### config.mk
export PLATFORM = sky130hd
export DESIGN_NAME = fsbc_judge
export DESIGN_NICKNAME = d
export VERILOG_FILES = /design/src/design/fsbc_pkg.sv /design/src/design/fsbc_judge.sv
export VERILOG_INCLUDE_DIRS = /design/src /design/src/design
export SDC_FILE = /design/constraint.sdc
export NUM_CORES = 1
export LEC_CHECK = 0
export BUFFER_PORTS_ARGS = -buffer_cell sky130_fd_sc_hd__buf_4
export CAP_MARGIN = 20
export CORE_AREA = 2 2 383 385
export DETAILED_ROUTE_END_ITERATION = 10
export DIE_AREA = 0 0 385 387
export PLACE_DENSITY = 0.44
export SLEW_MARGIN = 20
export SYNTH_ARGS = -nofsm -noshare
export SYNTH_HDL_FRONTEND = slang
export SYNTH_SLANG_ARGS = --single-unit
### constraint.sdc
create_clock -name clk -period 7.4 [get_ports clk]
set_input_delay 1.11 -clock clk [delete_from_list [all_inputs] [get_ports clk]]
set_output_delay 1.11 -clock clk [all_outputs]
set_load 0.005 [all_outputs]
### src/design/frustum_sphere_box_cull_macros.svh
// assertion macros shared by the frustum cull modules
// needs a clock named clk and an active-low reset named rst_n in scope
`ifndef FRUSTUM_SPHERE_BOX_CULL_MACROS_SVH
`define FRUSTUM_SPHERE_BOX_CULL_MACROS_SVH

// checked only outside reset
`define FSBC_ASSERT(lbl, prop, msg) \
  lbl: assert property (@(posedge clk) disable iff (!rst_n) (prop)) else $error(msg);

// checked on every edge, reset included
`define FSBC_ASSERT_ALWAYS(lbl, prop, msg) \
  lbl: assert property (@(posedge clk) (prop)) else $error(msg);

`endif

### src/design/fsbc_pkg.sv
// shared constants, types and widths for the frustum cull block
// no dependencies
`default_nettype none

package fsbc_pkg;

  localparam int COORD_WIDTH = 16;
  localparam int FRAC_BITS   = 14;

  localparam int NUM_PLANES  = 6;
  localparam int FULL_COUNT  = 8;
  localparam int CNT_W       = 4;
  localparam int CFG_IDX_W   = 3;
  localparam int PLANE_W     = 64;
  localparam int COEF_W      = 16;
  localparam int NUM_AXES    = 3;
  localparam int RADIUS_W    = COORD_WIDTH - 1;

  // exact distance width: three products summed, plus scaled offset, against scaled radius
  localparam int PROD_W = COEF_W + COORD_WIDTH;
  localparam int SUM_W  = PROD_W + 2;
  localparam int OFS_W  = COEF_W + FRAC_BITS;
  localparam int RAD_W  = RADIUS_W + FRAC_BITS;
  localparam int W1     = (SUM_W > OFS_W) ? SUM_W : OFS_W;
  localparam int W2     = (W1 > RAD_W) ? W1 : RAD_W;
  localparam int DIST_W = W2 + 2;

  typedef enum logic {
    CMD_SPHERE = 1'b0,
    CMD_CORNER = 1'b1
  } cmd_t;

  typedef enum logic [1:0] {
    CONT_OUTSIDE = 2'd0,
    CONT_PARTIAL = 2'd1,
    CONT_INSIDE  = 2'd2
  } cont_t;

  typedef logic [NUM_PLANES-1:0][PLANE_W-1:0] plane_set_t;
  typedef logic [PROD_W-1:0] prod_t;

  // item after the input register
  typedef struct packed {
    cmd_t                                 command;
    logic                                 last_corner;
    logic [RADIUS_W-1:0]                  radius;
    logic [NUM_AXES-1:0][COORD_WIDTH-1:0] point;
  } in_item_t;

  // item after the product register
  typedef struct packed {
    cmd_t                                 command;
    logic                                 last_corner;
    logic [RADIUS_W-1:0]                  radius;
    prod_t [NUM_PLANES-1:0][NUM_AXES-1:0] prod;
  } prod_item_t;

endpackage

`default_nettype wire

### src/design/fsbc_judge.sv
// judge stage: plane distances, sphere test, corner counters and result register
// depends on fsbc_pkg and frustum_sphere_box_cull_macros.svh
`default_nettype none
`include "frustum_sphere_box_cull_macros.svh"

module fsbc_judge (
  input  wire logic                  clk,
  input  wire logic                  rst_n,
  input  wire fsbc_pkg::plane_set_t  planes,
  input  wire logic                  s2_valid,
  input  wire fsbc_pkg::prod_item_t  s2_item,
  output logic                       s2_ready,
  output logic                       out_valid,
  input  wire logic                  out_ready,
  output fsbc_pkg::cont_t            out_cont
);

  logic [fsbc_pkg::NUM_PLANES-1:0][fsbc_pkg::CNT_W-1:0] cnt_r;
  logic [fsbc_pkg::NUM_PLANES-1:0][fsbc_pkg::CNT_W-1:0] cnt_nxt;
  logic                                               out_valid_r;
  logic                                               out_valid_nxt;
  fsbc_pkg::cont_t                                    out_cont_r;
  fsbc_pkg::cont_t                                    cont_nxt;
  logic                                               s2_fire;
  logic                                               makes_result;
  logic                                               is_corner;

  assign s2_ready     = !out_valid_r || out_ready;
  assign s2_fire      = s2_valid && s2_ready;
  assign is_corner    = (s2_item.command == fsbc_pkg::CMD_CORNER);
  assign makes_result = !is_corner || s2_item.last_corner;

  always_comb begin
    logic signed [fsbc_pkg::DIST_W-1:0]                 pdist;
    logic signed [fsbc_pkg::DIST_W-1:0]                 rad_s;
    logic                                               any_out;
    logic                                               all_in;
    logic                                               any_zero;
    logic                                               all_full;
    logic [fsbc_pkg::NUM_PLANES-1:0][fsbc_pkg::CNT_W-1:0] upd;
    rad_s    = $signed(fsbc_pkg::DIST_W'(s2_item.radius)) <<< fsbc_pkg::FRAC_BITS;
    any_out  = 1'b0;
    all_in   = 1'b1;
    any_zero = 1'b0;
    all_full = 1'b1;
    upd      = cnt_r;
    for (int k = 0; k < fsbc_pkg::NUM_PLANES; k++) begin
      pdist = $signed(fsbc_pkg::DIST_W'($signed(
                planes[k][fsbc_pkg::COEF_W*fsbc_pkg::NUM_AXES +: fsbc_pkg::COEF_W])))
              <<< fsbc_pkg::FRAC_BITS;
      for (int j = 0; j < fsbc_pkg::NUM_AXES; j++) begin
        pdist = pdist + fsbc_pkg::DIST_W'($signed(s2_item.prod[k][j]));
      end
      if (pdist <= -rad_s) begin
        any_out = 1'b1;
      end
      if (!(pdist > rad_s)) begin
        all_in = 1'b0;
      end
      // positive side counts up, saturating at a full box
      if (pdist > 0 && cnt_r[k] < fsbc_pkg::CNT_W'(fsbc_pkg::FULL_COUNT)) begin
        upd[k] = cnt_r[k] + fsbc_pkg::CNT_W'(1);
      end
      if (upd[k] == '0) begin
        any_zero = 1'b1;
      end
      if (upd[k] != fsbc_pkg::CNT_W'(fsbc_pkg::FULL_COUNT)) begin
        all_full = 1'b0;
      end
    end

    if (!is_corner) begin
      if (any_out) begin
        cont_nxt = fsbc_pkg::CONT_OUTSIDE;
      end else if (all_in) begin
        cont_nxt = fsbc_pkg::CONT_INSIDE;
      end else begin
        cont_nxt = fsbc_pkg::CONT_PARTIAL;
      end
    end else begin
      if (any_zero) begin
        cont_nxt = fsbc_pkg::CONT_OUTSIDE;
      end else if (all_full) begin
        cont_nxt = fsbc_pkg::CONT_INSIDE;
      end else begin
        cont_nxt = fsbc_pkg::CONT_PARTIAL;
      end
    end

    cnt_nxt = cnt_r;
    if (s2_fire && is_corner) begin
      cnt_nxt = s2_item.last_corner ? '0 : upd;
    end

    if (s2_fire && makes_result) begin
      out_valid_nxt = 1'b1;
    end else if (out_ready) begin
      out_valid_nxt = 1'b0;
    end else begin
      out_valid_nxt = out_valid_r;
    end
  end

  always_ff @(posedge clk) begin
    if (!rst_n) begin
      cnt_r       <= '0;
      out_valid_r <= 1'b0;
    end else begin
      cnt_r       <= cnt_nxt;
      out_valid_r <= out_valid_nxt;
    end
  end

  always_ff @(posedge clk) begin
    if (s2_fire && makes_result) begin
      out_cont_r <= cont_nxt;
    end
  end

  assign out_valid = out_valid_r;
  assign out_cont  = out_cont_r;

  logic cnt_in_range;
  always_comb begin
    cnt_in_range = 1'b1;
    for (int k = 0; k < fsbc_pkg::NUM_PLANES; k++) begin
      if (cnt_r[k] > fsbc_pkg::CNT_W'(fsbc_pkg::FULL_COUNT)) begin
        cnt_in_range = 1'b0;
      end
    end
  end

  `FSBC_ASSERT_ALWAYS(a_cnt_saturates, cnt_in_range, "corner count above full")
  `FSBC_ASSERT(a_last_clears, (s2_fire && is_corner && s2_item.last_corner) |=> (cnt_r == '0),
    "counts not cleared after last corner")
  `FSBC_ASSERT(a_sphere_keeps_counts, (s2_fire && !is_corner) |=> $stable(cnt_r),
    "sphere disturbed corner counts")
  `FSBC_ASSERT(a_corner_no_result, (s2_fire && !makes_result && out_valid_r && !out_ready)
    |=> (out_valid_r && $stable(out_cont_r)), "mid-box corner touched a held result")

endmodule

`default_nettype wire

==> reports/qor.yml, run 1 <==
status: "finished clean"
arrival_ns: 7.12
synth.distinct_cells: 111
clockBufferDepth: 2
place.port_buffers: 696
via_count_of_the_first_global_routing_pass: 30800
drive_gt1_share_pct: 19.1
numCtsBuffers: 3
max_clock_freq_mhz: 143
peakVddDrop_mv: 0.0706
max_slew.worst_pin.slew_ns: 1.06
maxSlewHeadroom_pct: 29.1
finalWeightedCongestion: 0.900
pre_cts_slack_ns: -0.101
synth-seq-cells: 27
place.detailed.hpwl_mm: 113
timing.critical_path.to_type: "flip-flop"
via_count: 30400
timing_worst_setup_path_type: "input port to flip-flop"
wire_per_inst_microns: 18.6
ys_async_sr_fraction_pct: 0
chipHeight_microns: 387
yosys_warnings: 0
post_synth_inst_count: 3995
setup.reg_to_reg.worst_slack_ns: 5.01
ys.flop_type: "sky130_fd_sc_hd__dfxtp_1"
clkSinkCount: 27
synth.yosys.seq_area_share_pct: 1.86
max-cap-violations: 0
antenna_violating_nets_post_route: 0
cts-htree-levels: 1
fp-row-count: 140
grt_start_max_net_pins: 25
final_count_of_hold_timing_violations: 0
initial_antenna_violation_count: 33
globalRouteOverflowTotal: 0
post_synth.cell_area_avg_sq_um: 7.53
synthToLayoutAreaGrowth_pct: 28.1
post-layout-total-power_w: 0.00909
synth_edf_count: 2
insertion_delay_ns: 0.27
fillCellCount: 16000
post-place-cells: 6662
power.static_leakage_nw: 20.0
fin_crit_ns: 6.99
first_iter_violations: 1764
postRouteWirelength_mm: 124
finalSetupViolations: 0
worst_hold_path_type: "flip-flop to flip-flop"
min_period_over_period_pct: 94.5
die_area_sq_um: 149000
drt_first_pass_iters: 5
holdBufCountCts: 0
viasPerCell: 4.56
non_filler_cells_in_the_finished_layout: 6672
layout.core_utilization_pct: 26.6
register_clock_pin_slew_on_the_reported_worst_setup_and_hold_paths_ns: 0.07
grt_pass1_wl_mm: 185
nets: 6539
finalInstanceArea_sq_um: 38600
dpl-instance-area_sq_um: 38400
fin_skew_ns: 0.00330
chipWidth_microns: 385
slew_violations: 0
core_area_sq_um: 145000
tritoncts: "built"
track_usage_pct: 16.2
final_setup_margin_ns: 0.406
power.density_cell_area_nw_per_um2: 236
grt_setup_unrepaired: "false"
initial_core_util_pct: 20.8
postSynthNetCount: 5783
cts.root.buffer_cell: "sky130_fd_sc_hd__clkbuf_16"
synth.cell_area_sq_um: 30100
cp-start-kind: "input port"
post_route_drc: 0
top_level_ports: 985
critical_path_required_ns: 7.52
critPathMaxFanout: 4
## critical path: stages
cell	delay, ns
sky130_fd_sc_hd__buf_4	0.11
sky130_fd_sc_hd__inv_1	0.08
sky130_fd_sc_hd__fa_1	0.45
sky130_fd_sc_hd__fa_1	0.58
sky130_fd_sc_hd__inv_1	0.07
sky130_fd_sc_hd__ha_1	0.36
sky130_fd_sc_hd__a21oi_2	0.19
sky130_fd_sc_hd__o21ai_0	0.16
sky130_fd_sc_hd__a211oi_1	0.28
sky130_fd_sc_hd__buf_4	0.18
sky130_fd_sc_hd__a21oi_1	0.08
sky130_fd_sc_hd__or3_2	0.46
sky130_fd_sc_hd__and2_1	0.20
sky130_fd_sc_hd__ha_1	0.30
sky130_fd_sc_hd__nand3_1	0.11
sky130_fd_sc_hd__nor3_2	0.12
sky130_fd_sc_hd__nand3_1	0.12
sky130_fd_sc_hd__or3_1	0.42
sky130_fd_sc_hd__a21oi_2	0.15
sky130_fd_sc_hd__nor2_1	0.07
sky130_fd_sc_hd__o2111ai_1	0.08
sky130_fd_sc_hd__o2111ai_1	0.16
sky130_fd_sc_hd__nor4bb_1	0.30
sky130_fd_sc_hd__buf_4	0.19
sky130_fd_sc_hd__nor3b_1	0.17
sky130_fd_sc_hd__nand3_1	0.10
sky130_fd_sc_hd__or3_2	0.41
sky130_fd_sc_hd__o2bb2ai_1	0.13
## final timing paths
check | from | endpoint | cells after the start
worst max-delay path | s2_item[240] | out_cont[1] | 28
worst min-delay path | cnt_r[20] | cnt_r[20] | 2
worst max register to register | cnt_r[1] | out_cont[0] | 7
worst min register to register | cnt_r[20] | cnt_r[20] | 2
## area by class of cell
class                      count  area (sq um)  share of cell area, %
inverter                     940          3530                   9.15
tap                         1917          2400                   6.22
timing repair buffer         822          6170                   16.0
multi-input combinational   2957         25800                   66.9
clock buffer                   4          78.8                  0.204
antenna                        5          12.5                 0.0325
sequential                    27           561                   1.45
## flip-flops by register name (all words and copies together) (netlist names)
register	count
cnt_r	24
out_cont	2
out_valid	1
## routing by layer
metal  GRT usage [%]  wire, microns
met5               0            221
met1            21.7          55900
met4            2.19           1900
met2            27.1          57600
met3            3.31           8360
## layout by cell type (no fill, tap or decap), types with 29 or more instances in the layout
cell	count
sky130_fd_sc_hd__a211oi_1	46
sky130_fd_sc_hd__a21o_1	88
sky130_fd_sc_hd__a21oi_1	268
sky130_fd_sc_hd__and3_1	29
sky130_fd_sc_hd__buf_4	822
sky130_fd_sc_hd__fa_1	312
sky130_fd_sc_hd__ha_1	495
sky130_fd_sc_hd__inv_1	940
sky130_fd_sc_hd__nand2_1	230
sky130_fd_sc_hd__nand2b_1	37
sky130_fd_sc_hd__nand3_1	73
sky130_fd_sc_hd__nand4_1	82
sky130_fd_sc_hd__nor2_1	212
sky130_fd_sc_hd__nor2b_1	41
sky130_fd_sc_hd__nor3_1	89
sky130_fd_sc_hd__nor4_1	39
sky130_fd_sc_hd__o211ai_1	40
sky130_fd_sc_hd__o21a_1	68
sky130_fd_sc_hd__o21ai_0	179
sky130_fd_sc_hd__or3_1	30
sky130_fd_sc_hd__xnor2_1	67
sky130_fd_sc_hd__xor2_1	53
## synth_stat cells (11+ instances only)
master	instances	area (sq um)
sky130_fd_sc_hd__nor2_1	213	800
sky130_fd_sc_hd__o211ai_1	40	300
sky130_fd_sc_hd__o22ai_1	19	119
sky130_fd_sc_hd__nor3_1	91	455
sky130_fd_sc_hd__o211a_1	11	110
sky130_fd_sc_hd__a211oi_1	46	345
sky130_fd_sc_hd__mux2i_1	20	200
sky130_fd_sc_hd__xor2_1	54	473
sky130_fd_sc_hd__xnor2_1	80	701
sky130_fd_sc_hd__ha_1	495	6190
sky130_fd_sc_hd__a21oi_1	273	1370
sky130_fd_sc_hd__nand4_1	82	513
sky130_fd_sc_hd__and2_1	28	175
sky130_fd_sc_hd__dfxtp_1	25	500
sky130_fd_sc_hd__nand2b_1	37	231
sky130_fd_sc_hd__a211o_1	17	149
sky130_fd_sc_hd__or3_1	30	188
sky130_fd_sc_hd__o2111ai_1	12	105
sky130_fd_sc_hd__fa_1	312	6250
sky130_fd_sc_hd__o31ai_1	13	97.6
sky130_fd_sc_hd__a2111oi_0	14	123
sky130_fd_sc_hd__inv_1	940	3530
sky130_fd_sc_hd__nand2_1	230	863
sky130_fd_sc_hd__or4_1	16	120
sky130_fd_sc_hd__nor4_1	39	244
sky130_fd_sc_hd__nor3b_1	15	113
sky130_fd_sc_hd__a31oi_1	28	175
sky130_fd_sc_hd__o21a_1	68	510
sky130_fd_sc_hd__o21ai_0	181	906
sky130_fd_sc_hd__a311oi_1	14	123
sky130_fd_sc_hd__or2_2	14	87.6
sky130_fd_sc_hd__nand3_1	73	365
sky130_fd_sc_hd__nor2b_1	41	257
sky130_fd_sc_hd__clkbuf_1	50	188
sky130_fd_sc_hd__o21bai_1	22	165
sky130_fd_sc_hd__o31a_1	12	105
sky130_fd_sc_hd__o21ai_1	15	75.1
sky130_fd_sc_hd__and3_1	29	181
sky130_fd_sc_hd__a21boi_0	17	128
sky130_fd_sc_hd__a21o_1	88	661
## where the power goes
part	total, W	switching (W)	internal [W]
Clock	0.000131	0.0000570	0.0000740
Sequential	0.000160	0.00000698	0.000153
Combinational	0.00880	0.00514	0.00366
## cell families (layout without fill, tap and decap cells)
logic type | after synthesis | count (layout) | synth area share [%]
flip-flops | 27 | 27 | 1.86
AO/OA/AOI/OAI | 993 | 993 | 22.0
multiplexers | 21 | 21 | 0.703
other | 0 | 5 | 0
buffers and inverters | 1011 | 1766 | 12.9
XOR/XNOR | 135 | 135 | 3.95
AND/OR/NAND/NOR | 1000 | 1000 | 17.3
adder cells (fa/ha/maj) | 808 | 808 | 41.4
## metrics by stage
| step | hold slack [ns] | setup TNS (ns) |
|---|---|---|
| after floorplan | 0.478 | 0 |
| after global placement | 0.506 | -0.00228 |
| after detailed placement | 0.512 | -0.101 |
| after CTS | 0.523 | 0 |
| after global routing | 0.557 | 0 |
| final | 0.522 | 0 |
## repair_timing
action / 4_1_cts / 5_1_grt
resized for setup: 0 / 12
endpoints found under the setup margin: 0 / 2
setup buffers: 0 / 1
Power figures use the tool's default switching activity.
==> run 2, diff against run 1 <==
--- a/config.mk
+++ b/config.mk
@@ -8,10 +8,12 @@
 export LEC_CHECK = 0
 export BUFFER_PORTS_ARGS = -buffer_cell sky130_fd_sc_hd__buf_4
 export CAP_MARGIN = 20
+export CELL_PAD_IN_SITES_DETAIL_PLACEMENT = 0
+export CELL_PAD_IN_SITES_GLOBAL_PLACEMENT = 1
 export CORE_AREA = 2 2 383 385
 export DETAILED_ROUTE_END_ITERATION = 10
 export DIE_AREA = 0 0 385 387
-export PLACE_DENSITY = 0.44
+export PLACE_DENSITY = 0.55
 export SLEW_MARGIN = 20
 export SYNTH_ARGS = -nofsm -noshare
 export SYNTH_HDL_FRONTEND = slang
==> reports/qor.yml, run 2 (synthesis gave the netlist of run 1 again) <==
grt_start_max_net_pins: 25  # unchanged
timing.critical_path.buf_inv: 4  # was 5
total_switching_power_w: 0.00529  # was 0.00521 W
clkSinkCount: 27  # unchanged
post-layout-total-power_w: 0.00920  # was 0.00909 W
globalRouteOverflowTotal: 0  # unchanged
finalSetupViolations: 0  # unchanged
via_count_of_the_first_global_routing_pass: 31000  # was 30,800
clockBufferDepth: 2  # unchanged
p_clk_share_pct: 1.4  # about the same
insertion_delay_ns: 0.27  # about the same
power.density_cell_area_nw_per_um2: 238  # was 236 nW/um^2
critPathMaxFanout: 4  # unchanged
layout.core_utilization_pct: 26.7  # was 26.6%
critical_path_required_ns: 7.52  # about the same
finalWeightedCongestion: 0.880  # was 0.900
die_area_sq_um: 149000  # unchanged
fin_crit_ns: 7.04  # was 6.99 ns
slew_violations: 0  # unchanged
wire_per_inst_microns: 18.8  # was 18.6 microns
maxSlewHeadroom_pct: 39.6  # was 29.1%
path_depth: 27  # was 28
seq_power_share_pct: 1.7  # was 1.8%
synthToLayoutAreaGrowth_pct: 28.5  # was 28.1%
tns_ns: 0  # unchanged
max-cap-violations: 0  # unchanged
antenna_violating_nets_post_route: 0  # unchanged
intPower_w: 0.00391  # was 0.00389 W
timing.critical_path.to_type: "flip-flop"  # unchanged
timing_worst_setup_path_type: "input port to flip-flop"  # unchanged
hold_depth: 2  # unchanged
post_route_drc: 0  # unchanged
fin_skew_ns: 0.00614  # was 0.00330 ns
layout.cells.most_common_list: "sky130_fd_sc_hd__inv_1 (940), sky130_fd_sc_hd__buf_4 (830), sky130_fd_sc_hd__ha_1 (494)"  # was sky130_fd_sc_hd__inv_1 (940), sky130_fd_sc_hd__buf_4 (822), sky130_fd_sc_hd__ha_1 (495)
viasPerCell: 4.54  # was 4.56
worst_hold_path_type: "flip-flop to flip-flop"  # unchanged
arrival_ns: 7.17  # was 7.12 ns
post-place-cells: 6671  # was 6,662
power.switching_fraction_pct: 57.5  # was 57.2%
crit_path_max_incr_delay_ns: 0.53  # was 0.58 ns
holdBufCountCts: 0  # unchanged
pre_cts_slack_ns: -0.0238  # was -0.101 ns
top_level_ports: 985  # unchanged
final_setup_margin_ns: 0.359  # was 0.406 ns
initial_antenna_violation_count: 26  # was 33
final_count_of_hold_timing_violations: 0  # unchanged
drive_gt1_share_pct: 19.4  # was 19.1%
nets: 6547  # was 6,539
place.detailed.hpwl_mm: 113  # about the same
cp-start-kind: "input port"  # unchanged
grt_pass1_wl_mm: 189  # was 185 mm
chipWidth_microns: 385  # unchanged
max_slew.worst_pin.slew_ns: 0.905  # was 1.06 ns
postRouteWirelength_mm: 125  # was 124 mm
most_common_cell_after_layout_fill_and_taps_aside: "sky130_fd_sc_hd__inv_1"  # unchanged
chipHeight_microns: 387  # unchanged
tritoncts: "built"  # unchanged
grt_setup_unrepaired: "false"  # unchanged
max_clock_freq_mhz: 142  # was 143 MHz
initial_core_util_pct: 20.8  # unchanged
min_period_over_period_pct: 95.1  # was 94.5%
numCtsBuffers: 3  # unchanged
power.static_leakage_nw: 20.1  # was 20.0 nW
peakVddDrop_mv: 0.0904  # was 0.0706 mV
cts-htree-levels: 1  # unchanged
via_count: 30400  # about the same
non_filler_cells_in_the_finished_layout: 6681  # was 6,672
cts.root.buffer_cell: "sky130_fd_sc_hd__clkbuf_16"  # unchanged
drt_first_pass_iters: 6  # was 5
core_area_sq_um: 145000  # unchanged
rr_worst_depth: 7  # unchanged
first_iter_violations: 1652  # was 1,764
fp-row-count: 140  # unchanged
track_usage_pct: 16.4  # was 16.2%
register_clock_pin_slew_on_the_reported_worst_setup_and_hold_paths_ns: 0.07  # about the same
comb_power_share_pct: 96.8  # about the same
status: "finished clean"  # unchanged
number_of_flip_flops_in_the_largest_register: 24  # unchanged
top_register: "cnt_r"  # unchanged
cpMaxStageDelayCell: "sky130_fd_sc_hd__fa_1"  # unchanged
cp_top_family: "simple AND/OR/NAND/NOR gates"  # unchanged
place.port_buffers: 696  # unchanged
-- run 2: worst reg2reg max path, delay by kind of cell (launching register included) --
kind	cells	cell delay, ns
flops	1	0.45
fa+ha+maj	1	0.31
simple gates	3	0.74
compound gates	3	0.61
-- run 2: path summary, 6_finish.rpt --
check,startpoint,slack (ns),end
max,planes[177],0.36,out_cont[1]
min reg2reg,cnt_r[20],0.53,cnt_r[20]
max reg2reg,cnt_r[1],5.06,out_cont[0]
min,cnt_r[20],0.53,cnt_r[20]
-- run 2: layout make-up --
cell class / instances / area, sq um
Tap cell: 1917 / 2400
Fill cell: 16100 / 106000
Timing Repair Buffer: 830 / 6230
Clock buffer: 4 / 78.8
Antenna cell: 6 / 15.0
Inverter: 940 / 3530
Multi-Input combinational cell: 2957 / 25800
Sequential cell: 27 / 561
-- run 2: power groups by stage --
stage / clock (W) / combinational [W] / sequential [W]
2_1_floorplan: 0 / 0.00600 / 0.000161
3_3_place_gp: 0 / 0.00881 / 0.000163
3_5_place_dp: 0 / 0.00885 / 0.000163
4_1_cts: 0.000134 / 0.00893 / 0.000160
5_1_grt: 0.000136 / 0.0101 / 0.000161
6_report: 0.000131 / 0.00891 / 0.000160
-- run 2: metrics by stage --
| step | hold WS [ns] | area [sq um] |
|---|---|---|
| after detailed placement | 0.509 | 38500 |
| after global placement | 0.510 | 38500 |
| final | 0.526 | 38700 |
| after CTS | 0.517 | 38600 |
| after floorplan | 0.478 | 30100 |
| after global routing | 0.555 | 38600 |
-- run 2: metal layers --
layer | GRT usage [%] | routed length (microns) | vias up
met4 | 1.37 | 964 | 28
met5 | 0 | 155 | -
met3 | 2.91 | 7230 | 66
met1 | 22.5 | 58400 | 14300
met2 | 27.7 | 58700 | 739
li1 | - | - | 15200
-- run 2: timing repair --
action | CTS | global route
setup buffers | 0 | 0
endpoints found under the setup margin | 0 | 1
resized for setup | 0 | 18
